[src/cmf_pkg.sv]
// Package for the curve midline fill block: field widths, constants,
// mode codes and item/state structs. No dependencies.
`default_nettype none

package cmf_pkg;

    localparam int ROW_W  = 7;
    localparam int COL_W  = 8;
    localparam int MID_W  = 10;
    localparam int MODE_W = 3;

    localparam int S_DATA_W = 56;
    localparam int M_DATA_W = 24;

    localparam logic [COL_W-1:0] LAST_COL     = 8'd159;
    localparam logic [ROW_W-1:0] ROW_FILL_MAX = 7'd118;
    localparam logic [COL_W-1:0] OFFSET_RESET = 8'd80;

    typedef enum logic [MODE_W-1:0] {
        MODE_NONE        = 3'd0,
        MODE_SMALL_RIGHT = 3'd1,
        MODE_SMALL_LEFT  = 3'd2,
        MODE_LARGE_RIGHT = 3'd3,
        MODE_LARGE_LEFT  = 3'd4
    } mode_t;

    // first field in the highest bits
    typedef struct packed {
        logic [ROW_W-1:0]         top_row;
        logic [ROW_W-1:0]         fill_start_row;
        logic [MODE_W-1:0]        turn_mode;
        logic signed [MID_W-1:0]  mid_in;
        logic [COL_W-1:0]         right_edge;
        logic [COL_W-1:0]         left_edge;
        logic [ROW_W-1:0]         row;
    } item_t;

    typedef struct packed {
        logic signed [MID_W-1:0]  mid;
        logic [COL_W-1:0]         left;
        logic [COL_W-1:0]         right;
    } prev_t;

endpackage

`default_nettype wire

[src/curve_midline_fill.sv]
// Curve midline fill, top level: input register, fill core, result register,
// previous-row state and the offset register. Depends on cmf_pkg, cmf_fill_core.
//
// Usage:
//   s_ channel: one item per image row, bottom row first. An item is taken
//   when s_tvalid and s_tready are both high.
//   m_ channel: one result per item, in order, held while m_tready is low.
//   cfg channel: writes half_track_offset (always ready); write only when idle.
//   Path: an accepted item passes the input register, then the fill logic
//   into the result register, before m_tvalid rises.
//   Throughput: one item per cycle while m_tready is high; the input register
//   drains into the result register whenever that is empty or being taken.
//   Previous row's midline and edges update as an item moves into the result
//   register, so the next item in the input register sees the new values.
//   Stall: with m_tready low both registers fill, then s_tready drops; no item
//   is lost or repeated.
//   Reset (aresetn low, synchronous): both registers empty, previous-row state
//   zero, half_track_offset back to 80.
`default_nettype none

module curve_midline_fill import cmf_pkg::*; (
    input  logic                 aclk,
    input  logic                 aresetn,
    input  logic                 s_tvalid,
    output logic                 s_tready,
    // row[6:0], left_edge[14:7], right_edge[22:15], mid_in[32:23],
    // turn_mode[35:33], fill_start_row[42:36], top_row[49:43], unused[55:50]
    input  logic [S_DATA_W-1:0]  s_tdata,
    output logic                 m_tvalid,
    input  logic                 m_tready,
    // row_out[6:0], mid_out[16:7], zero[23:17]
    output logic [M_DATA_W-1:0]  m_tdata,
    input  logic                 cfg_valid,
    output logic                 cfg_ready,
    input  logic [COL_W-1:0]     cfg_data
);

    logic                    in_valid_reg;
    item_t                   in_item_reg;
    logic                    out_valid_reg;
    logic [ROW_W-1:0]        out_row_reg;
    logic signed [MID_W-1:0] out_mid_reg;
    prev_t                   prev_reg;
    prev_t                   prev_next;
    logic [COL_W-1:0]        offset_reg;
    logic signed [MID_W-1:0] fill_mid;
    logic                    advance;

    assign advance   = in_valid_reg && (!out_valid_reg || m_tready);
    assign s_tready  = !in_valid_reg || advance;
    assign cfg_ready = 1'b1;

    cmf_fill_core u_core (
        .item              (in_item_reg),
        .prev              (prev_reg),
        .half_track_offset (offset_reg),
        .mid_out           (fill_mid)
    );

    always_comb begin
        prev_next.mid   = fill_mid;
        prev_next.left  = in_item_reg.left_edge;
        prev_next.right = in_item_reg.right_edge;
    end

    always_ff @(posedge aclk) begin
        if (!aresetn) begin
            in_valid_reg  <= 1'b0;
            out_valid_reg <= 1'b0;
            prev_reg      <= '0;
            offset_reg    <= OFFSET_RESET;
        end else begin
            if (s_tready) begin
                in_valid_reg <= s_tvalid;
            end
            if (advance) begin
                out_valid_reg <= 1'b1;
                prev_reg      <= prev_next;
            end else if (m_tready) begin
                out_valid_reg <= 1'b0;
            end
            if (cfg_valid) begin
                offset_reg <= cfg_data;
            end
        end
    end

    always_ff @(posedge aclk) begin
        if (s_tready && s_tvalid) begin
            in_item_reg <= item_t'(s_tdata[$bits(item_t)-1:0]);
        end
        if (advance) begin
            out_row_reg <= in_item_reg.row;
            out_mid_reg <= fill_mid;
        end
    end

    assign m_tvalid = out_valid_reg;
    assign m_tdata  = {{(M_DATA_W-ROW_W-MID_W){1'b0}}, out_mid_reg, out_row_reg};

endmodule

`default_nettype wire

[src/cmf_fill_core.sv]
// Midline fill arithmetic for one row: window test, per-mode value and clamps.
// Depends on cmf_pkg.
`default_nettype none

module cmf_fill_core import cmf_pkg::*; (
    input  item_t                   item,
    input  prev_t                   prev,
    input  logic [COL_W-1:0]        half_track_offset,
    output logic signed [MID_W-1:0] mid_out
);

    logic                 small_win;
    logic                 large_win;
    logic signed [11:0]   prev_mid_x;
    logic signed [11:0]   right_x;
    logic signed [11:0]   left_x;
    logic signed [11:0]   prev_right_x;
    logic signed [11:0]   prev_left_x;
    logic signed [11:0]   off_x;
    logic signed [11:0]   m1;
    logic signed [11:0]   m2;
    logic signed [11:0]   m3;
    logic signed [11:0]   m4;
    logic signed [11:0]   last_x;

    assign small_win = (item.row > item.top_row) && (item.row <= item.fill_start_row);
    assign large_win = (item.row > item.top_row) && (item.row <= ROW_FILL_MAX);

    assign prev_mid_x   = {{2{prev.mid[MID_W-1]}}, prev.mid};
    assign right_x      = $signed({4'b0, item.right_edge});
    assign left_x       = $signed({4'b0, item.left_edge});
    assign prev_right_x = $signed({4'b0, prev.right});
    assign prev_left_x  = $signed({4'b0, prev.left});
    assign off_x        = $signed({4'b0, half_track_offset});
    assign last_x       = $signed({4'b0, LAST_COL});

    assign m1 = (item.right_edge == LAST_COL) ? prev_mid_x - 12'sd1
                                              : prev_mid_x - prev_right_x + right_x;
    assign m2 = (item.left_edge == '0) ? prev_mid_x + 12'sd1
                                       : prev_mid_x - left_x + prev_left_x;
    assign m3 = right_x - off_x;
    assign m4 = left_x + off_x;

    always_comb begin
        mid_out = item.mid_in;
        case (mode_t'(item.turn_mode))
            MODE_SMALL_RIGHT: begin
                if (small_win) begin
                    if (m1 <= 12'sd0) begin
                        mid_out = '0;
                    end else if (m1 > 12'sd511) begin
                        mid_out = 10'sd511;
                    end else begin
                        mid_out = m1[MID_W-1:0];
                    end
                end
            end
            MODE_SMALL_LEFT: begin
                if (small_win) begin
                    if (m2 >= last_x) begin
                        mid_out = last_x[MID_W-1:0];
                    end else if (m2 < -12'sd512) begin
                        mid_out = -10'sd512;
                    end else begin
                        mid_out = m2[MID_W-1:0];
                    end
                end
            end
            MODE_LARGE_RIGHT: begin
                if (large_win) begin
                    mid_out = (m3 <= 12'sd0) ? '0 : m3[MID_W-1:0];
                end
            end
            MODE_LARGE_LEFT: begin
                if (large_win) begin
                    mid_out = (m4 >= last_x) ? last_x[MID_W-1:0] : m4[MID_W-1:0];
                end
            end
            default: begin
                mid_out = item.mid_in;
            end
        endcase
    end

endmodule

`default_nettype wire

[config.mk]
export PLATFORM = sky130hd
export DESIGN_NAME = curve_midline_fill
export DESIGN_NICKNAME = d
export VERILOG_FILES = /design/src/cmf_pkg.sv /design/src/curve_midline_fill.sv /design/src/cmf_fill_core.sv
export SDC_FILE = /design/constraint.sdc
export NUM_CORES = 1
export LEC_CHECK = 0
export BUFFER_PORTS_ARGS = -buffer_cell sky130_fd_sc_hd__buf_2
export CAP_MARGIN = 20
export CORE_UTILIZATION = 45
export CTS_BUF_LIST = sky130_fd_sc_hd__clkbuf_16
export DETAILED_ROUTE_END_ITERATION = 7
export PLACE_DENSITY_LB_ADDON = 0.2
export REMOVE_ABC_BUFFERS = 1
export SKIP_LAST_GASP = 1
export SYNTH_ARGS = -nofsm -noshare
export SYNTH_HDL_FRONTEND = slang
export SYNTH_HIERARCHICAL = 1
export SYNTH_SLANG_ARGS = --single-unit
[constraint.sdc]
create_clock -name aclk -period 10.55 [get_ports aclk]
set_clock_uncertainty 0.05 [all_clocks]
set_input_delay 0.5275 -clock aclk [delete_from_list [all_inputs] [get_ports aclk]]
set_output_delay 0.5275 -clock aclk [all_outputs]
set_load 0.01 [all_outputs]
==> impl_results.md, run 1 <==
- Clk Latency, worst-skew pair: 0.36 ns
- Reg-to-Reg End: prev_reg[20]
- Dominant synthesized flop cell: edfxtp_1
- Final #Nets: 992
- Placed Area: 0.00797 mm^2
- Critical path data arrival time: around 4.6 ns
- GRT met1 Usage: between 20% and 30%
- Inst Count DP: 1054
- First-pass GRT wire length: roughly 28000 um
- Leading area contributor after synthesis: edfxtp_1
- Largest family of logic cells by synthesized area: simple AND/OR/NAND/NOR gates
- Reg-to-Reg Start: prev_reg[20]
- Area growth, synth to finish: 11.2%
- Syn. warnings: 6
- Worst setup path startpoint: prev_reg[20]
- Largest net degree at the start of global routing: 63
- Unrepaired setup endpoints after global routing: no
- Synthesized instance count: between 700 and 800
- Clock transition at the registers of the reported paths: 0.07 ns
- Final setup viols: 0
- Crit path kind: register to register
- Register area share after synthesis: a little under two fifths
- IO Port Bufs: 81
- Slew @ Worst Pin: about 1.0 ns
- Max-capacitance violation count: 0
- Max Freq: 0.230 GHz
- Die H: around 130 um
- Row count: 46
- Clock Sink Count: a little over 100
- Count of cell types in the netlist: 80
- Half-perimeter wire length after placement: 13800 um
- Post-layout util: between 50% and 60%
- Post-synthesis compound-gate area fraction: 15.6%
- VDD IR max: between 0.09 and 0.1 mV
- Fraction of layout cells with a size suffix above 1: between 10% and 20%
- XOR/XNOR Fraction of Synth Area: 4.23%
- Post-CTS Resized: 0
- Mean Syn Cell Area: between 9 and 10 um^2
- DRC violations left: 0
- Crit path to: prev_reg[20]
- Power per cell area: ~140 mW/mm^2
- Yosys top cell area share: around 27%
- Num CTS Buffers: 9
- Post-route clock period utilization: between 40% and 50%
- GRT busiest layer: met2
- Met2 usage: 34.9%
- Via count of the routed design: between 5000 and 6000
- Antenna-violating nets left: 0
- Hold Crit Class: primary input to register
- Vias in the first global route: ~5300
- Mux cell area share after synthesis: ~5.2%
- Die X: approximately 130 um
- # Post-CTS Setup Buffers: 0
- CTS Buffer Depth: 2
- CTS tree: done
- Rel. slew slack: between 30% and 40%
- Routed len/inst: about 17 um
- Final hold slack: 0.288 ns
- Synth area leaders: edfxtp_1 27%, dfxtp_1 9.7%, ha_1 9.2%
- Max FFs per register: 50
- Starting Density: a little under half
- Clk root buf: clkbuf_16
- Met3 Use GR: 3.14%
- Worst Setup Start Kind: register
- Post-synthesis adder-cell area fraction: between 10 and 15%
- Final hold vios: 0
- H-tree depth: 3
- Most frequent cells in the layout: 85 x inv_1, 81 x nand2_1, 81 x buf_2
- Gr usage total: a little over a fifth
- Drt via density: roughly 5.6
- Slew Limit Fails: 0
- Synth async-reset ratio: 0%
- Register bit total from synthesis: roughly 100
- Commonest non-fill, non-tap cell in the layout: inv_1
- DR iter-0 viols: slightly below 400
- Worst R2R Setup Slack: 6.20 ns
- Number of synthesized flops with an enable pin: 67
- Worst EP required: about 11 ns
- WL final: about 18000 um
- Core Area: roughly 0.016 mm^2
- # IOs: 96
- Non-filler cells, final: between 1000 and 1500
- Reg2reg path depth: 14
- Crit. End Element: register
- Cts hold-fix bufs: 0
- Gr ovfl total: 0
- Crit-path max FO: 8
- Antenna Cells: 0
- Post-Syn Area: 0.00745 mm^2
- Worst hold path stage count: 1
- Tmin final: ~4.3 ns
- Final Cell Area: 0.00829 mm^2
- Post-route setup TNS: 0 ns
- Initial antenna violation count: 0
- First-pass DRT Iterations: 5
- Leakage power: 3.47 nW
- Die area: roughly 0.017 mm^2
- Synth Area in Simple Gates: between 15 and 20%
- Status: finished, final reports clean
- GPL Wtd Cong: 0.933
-- layout make-up --
cell class              instances  area, um^2
clock buffers                   9         225
multi-input cells             566        4220
inverters                      85         319
clock inverters                 7        70.1
repair buffers                 85         448
well taps                     216         270
fillers                      1554        7710
flip-flops and latches        103        2730
-- cell usage after synthesis, types with 4 or more instances --
library cell  instances
inv_1                84
nand2_1              81
edfxtp_1             67
ha_1                 55
nor2_1               42
mux2i_1              39
dfxtp_1              36
o21ai_0              33
a21oi_1              28
xnor2_1              24
nor3_1               19
fa_1                 18
nand3_1              18
o22ai_1              13
buf_4                12
nand4_1              12
xor2_1               12
nor2b_1              10
a31oi_1               9
clkbuf_1              9
o21a_1                9
and2_1                8
nor4_1                8
o211ai_1              8
a211oi_1              7
and3_1                7
a21o_1                5
buf_2                 5
o21bai_1              5
or2_2                 5
or3_1                 5
a32oi_1               4
buf_6                 4
nand2b_1              4
nor3b_1               4
o31a_1                4
or4_1                 4
-- metal layers --
metal / up-vias / share of wire [%] / wire, um
met3: 27 / 4.9 / 883
li1: 2938 / - / -
met2: 176 / 46 / 8240
met4: 0 / 2.6 / 458
met5: - / 0 / 0
met1: 2823 / 46 / 8260
-- how the worst min path moves through the flow --
stage / startpoint / to
after floorplan: prev_reg[10] / prev_reg[10]
after global placement: prev_reg[15] / prev_reg[15]
after detailed placement: prev_reg[10] / prev_reg[10]
after CTS: s_tdata[40] / in_item_reg[40]
after global routing: s_tdata[39] / in_item_reg[39]
final: s_tdata[48] / in_item_reg[48]
-- kinds of logic (layout without fill, tap and decap cells) --
kind of cell               count (synthesis)  after routing
and+or+nand+nor                          246            246
buffers and inverters                    118            186
xor gates and xnor gates                  36             36
other                                      2              8
adders and majority gates                 73             73
DFF                                      103            103
AOI/OAI and AO/OA                        164            164
muxes                                     39             39
-- critical path, stage by stage (launching register included) --
cell	delay (ns)
dfxtp_1	0.61
inv_1	0.33
fa_1	0.56
inv_1	0.04
ha_1	0.34
or3_1	0.15
nand4_1	0.16
o211a_1	0.28
nor3_1	0.51
nand2_1	0.21
a31oi_1	0.44
nor3_1	0.12
o22ai_1	0.27
nand2_1	0.08
mux2i_1	0.12
-- through the flow --
stage	worst slack, ns	power, mW
after floorplan	7.07	0.741
final	6.20	1.17
after global placement	6.39	0.835
after detailed placement	6.32	0.838
after global routing	6.06	1.23
after CTS	6.32	1.18
-- power by group --
part,switching (mW),internal [mW],leakage (nW)
registers,0.0249,0.456,0.944
logic,0.208,0.147,2.37
clock network,0.152,0.185,0.149
total,0.385,0.788,3.47
Note: power is estimated with default switching activity, not from simulation.
==> run 2: changes to the inputs <==
- ABC_AREA: unset -> 1
- clock period: 10.55 -> 4.2 ns (I/O delays scaled with it)
==> impl_results.md, run 2 <==
- Slew Limit Fails: 0
- Syn. warnings: 6
- Fill count: around 1700
- Final hold slack: approximately 0.016 ns
- Rel. slew slack: 51.1%
- Final #Nets: about 1400
- Clk network pwr share: between 20 and 30%
- Die area: roughly 0.018 mm^2
- Register bit total from synthesis: approximately 100
- IO Port Bufs: 81
- Routed len/inst: 14.0 um
- Num CTS Buffers: 9
- Tmin final: around 3.6 ns
- Flop pwr share: a little over a third
- Die X: approximately 140 um
- Post-Syn Area: between 0.007 and 0.008 mm^2
- Worst path slowest cell: fa_1
- Count of cell types in the netlist: between 40 and 50
- Crit-path leading delay family: simple AND/OR/NAND/NOR gates
- Drt via density: approximately 5.1
- Int Power: 2.13 mW
- Footprint of the multi-input gates: about 0.0043 mm^2
- Via count of the routed design: around 7300
- Pwr Total: 3.35 mW
- Top cells by instance count after synthesis: 292 x nand2_1, 196 x inv_1, 116 x nand3_1, 76 x nor2_1, 67 x edfxtp_1
- Final setup viols: 0
- Setup ws final: 0.573 ns
- Most frequent cells in the layout: 292 x nand2_1, 195 x inv_1, 116 x nand3_1
- Post-route setup TNS: 0 ns
- Row count: between 40 and 50
- Final Cell Area: 0.00941 mm^2
- Power per cell area: between 300 and 400 mW/mm^2
- CP Cell Sequence: fa_1 > inv_1 > ha_1 > inv_1 > nand2_1 > nand3_1 > nand2_1 > nand2_1 > nand2_1 > o21ai_0 > nand3_1 > nand2_1 > nand2_1 > nand2_2 > nand3_1 > nand3_1 > nand4_1 > inv_1 > nand3_1 > nand2_1 > nor2_1
- Core Area: between 0.015 and 0.02 mm^2
- Worst Setup Start Kind: register
- Initial antenna violation count: 0
- # Post-CTS Setup Buffers: 0
- Number of synthesized flops with an enable pin: 67
- DR iter-0 viols: between 500 and 600
- Mean Syn Cell Area: between 7 and 8 um^2
- Starting Density: a little under half
- Leakage power: approximately 4.8 nW
- Reg area: around 0.0027 mm^2
- DRC violations left: 0
- Largest net degree at the start of global routing: 54
- Slew @ Worst Pin: 0.734 ns
- Net Sw Frac: 36.5%
- # IOs: between 90 and 100
- Critical path data arrival time: 3.83 ns
- Leading area contributor after synthesis: edfxtp_1
- Clk root buf: clkbuf_16
- Gr ovfl total: 0
- Synth area leaders: edfxtp_1 25%, nand2_1 14%, inv_1 9.2%
- Status: finished, final reports clean
- Clock Sink Count: 103
- CTS Buffer Depth: 2
- Antenna-violating nets left: 0
- WL final: between 20000 and 25000 um
- Gr usage total: a little under a quarter
- Final hold vios: 0
- Area growth, synth to finish: 17.8%
- Unrepaired setup endpoints after global routing: no
- Max Freq: about 0.28 GHz
- Die H: 135 um
- CP dominant cell by count: nand2_1
- Hold Crit Class: primary input to register
- Crit-path max FO: 6
- Yosys top cell area share: ~25%
- Max FFs per register: 50
- Placed Area: 0.00858 mm^2
- Post-CTS Resized: 0
- Max-capacitance violation count: 0
- VDD IR max: roughly 0.23 mV
- Half-perimeter wire length after placement: between 15000 and 20000 um
- Post-route clock period utilization: between 80% and 90%
- Clk Latency, worst-skew pair: approximately 0.36 ns
- WP buf/inv: 3
- Clock transition at the registers of the reported paths: about 0.07 ns
- CTS tree: done
- Cts hold-fix bufs: just under 50
- Dominant synthesized flop cell: edfxtp_1
- Vias in the first global route: between 6000 and 7000
- Worst R2R Setup Slack: approximately 0.57 ns
- Fraction of layout cells with a size suffix above 1: about 12%
- Crit path kind: register to register
- First-pass GRT wire length: 33000 um
- First-pass DRT Iterations: 5
- Synth async-reset ratio: 0%
- Post-place setup slack: 0.681 ns
- Crit. End Element: register
- Register area share after synthesis: 34.2%
- Most frequent cell after synthesis: nand2_1
- Antenna Cells: 0
- GPL Wtd Cong: 0.918
- Worst EP required: about 4.4 ns
- Sw Pwr: between 1 and 1.5 mW
- H-tree depth: 3
- Commonest non-fill, non-tap cell in the layout: nand2_1
- Biggest cell delay along the critical path: slightly below 0.6 ns
- Synthesized instance count: around 1100
- Logic gate share of total power: between 30% and 40%
[run 2: changes by cell type after synthesis, sizes merged, moves of 11 or more]
| cell | delta |
|---|---|
| nand3 | +110 |
| inv | +113 |
| nand4 | +11 |
| o22ai | -12 |
| a21oi | +24 |
| xnor2 | -22 |
| nor2b | -12 |
| nor4 | -11 |
| nor2 | +42 |
| mux2i | -39 |
| nand2 | +219 |
[run 2: final cells by class]
type                            instances  share of cell area, %
Clock inverter                          7                   1.16
Sequential cell                       103                   29.0
Multi-Input combinational cell        762                   45.9
Clock buffer                            9                   2.39
Inverter                              200                   8.02
Timing Repair Buffer                  142                   10.5
Tap cell                              225                   2.99
[run 2: metrics by stage]
stage | instances | utilization [%]
finish | 1448 | 54.4
global route | 1448 | 54.4
CTS | 1447 | 54.4
detailed placement | 1382 | 49.6
global placement | 1382 | 49.6
floorplan | 1065 | -
[run 2: power by group through the flow]
stage	Clock (mW)	Sequential (mW)	Combinational, mW
5_1_grt	1.01	1.22	1.36
2_1_floorplan	0	1.23	0.837
3_5_place_dp	0	1.23	1.13
6_report	0.951	1.21	1.18
3_3_place_gp	0	1.23	1.12
4_1_cts	0.971	1.21	1.17
[run 2: logic make-up after synthesis]
kind of cell               Yosys count  synth area share [%]
and+or+nand+nor                    561                  31.7
buffers and inverters              228                  12.0
AOI/OAI and AO/OA                  105                  7.23
DFF                                103                  34.2
adders and majority gates           73                  13.1
xor gates and xnor gates            15                  1.64
other                                2                0.0940
[run 2: path summary, 6_finish.rpt]
path / start / to / cells past startpoint
max reg2reg: in_item_reg[9] / prev_reg[18] / 21
max: in_item_reg[9] / prev_reg[18] / 21
min: cfg_data[6] / offset_reg[6] / 3
min reg2reg: prev_reg[15] / prev_reg[15] / 2
[run 2: worst reg2reg max path, stage by stage, from the launching register on]
cell	delay, ns
edfxtp_1	0.52
fa_1	0.58
inv_1	0.04
ha_1	0.37
inv_1	0.08
nand2_1	0.07
nand3_1	0.09
nand2_1	0.10
nand2_1	0.08
nand2_1	0.05
o21ai_0	0.40
nand3_1	0.14
nand2_1	0.08
nand2_1	0.07
nand2_2	0.13
nand3_1	0.12
nand3_1	0.11
nand4_1	0.14
inv_1	0.09
nand3_1	0.08
nand2_1	0.10
nor2_1	0.05
[run 2: metal layers]
layer	up-vias	global-route usage, %	wire length, um
li1	3748	-	-
met1	3306	28.8	8880
met2	235	41.3	9990
met3	27	3.59	1030
met4	0	7.99	413
met5	-	0	0
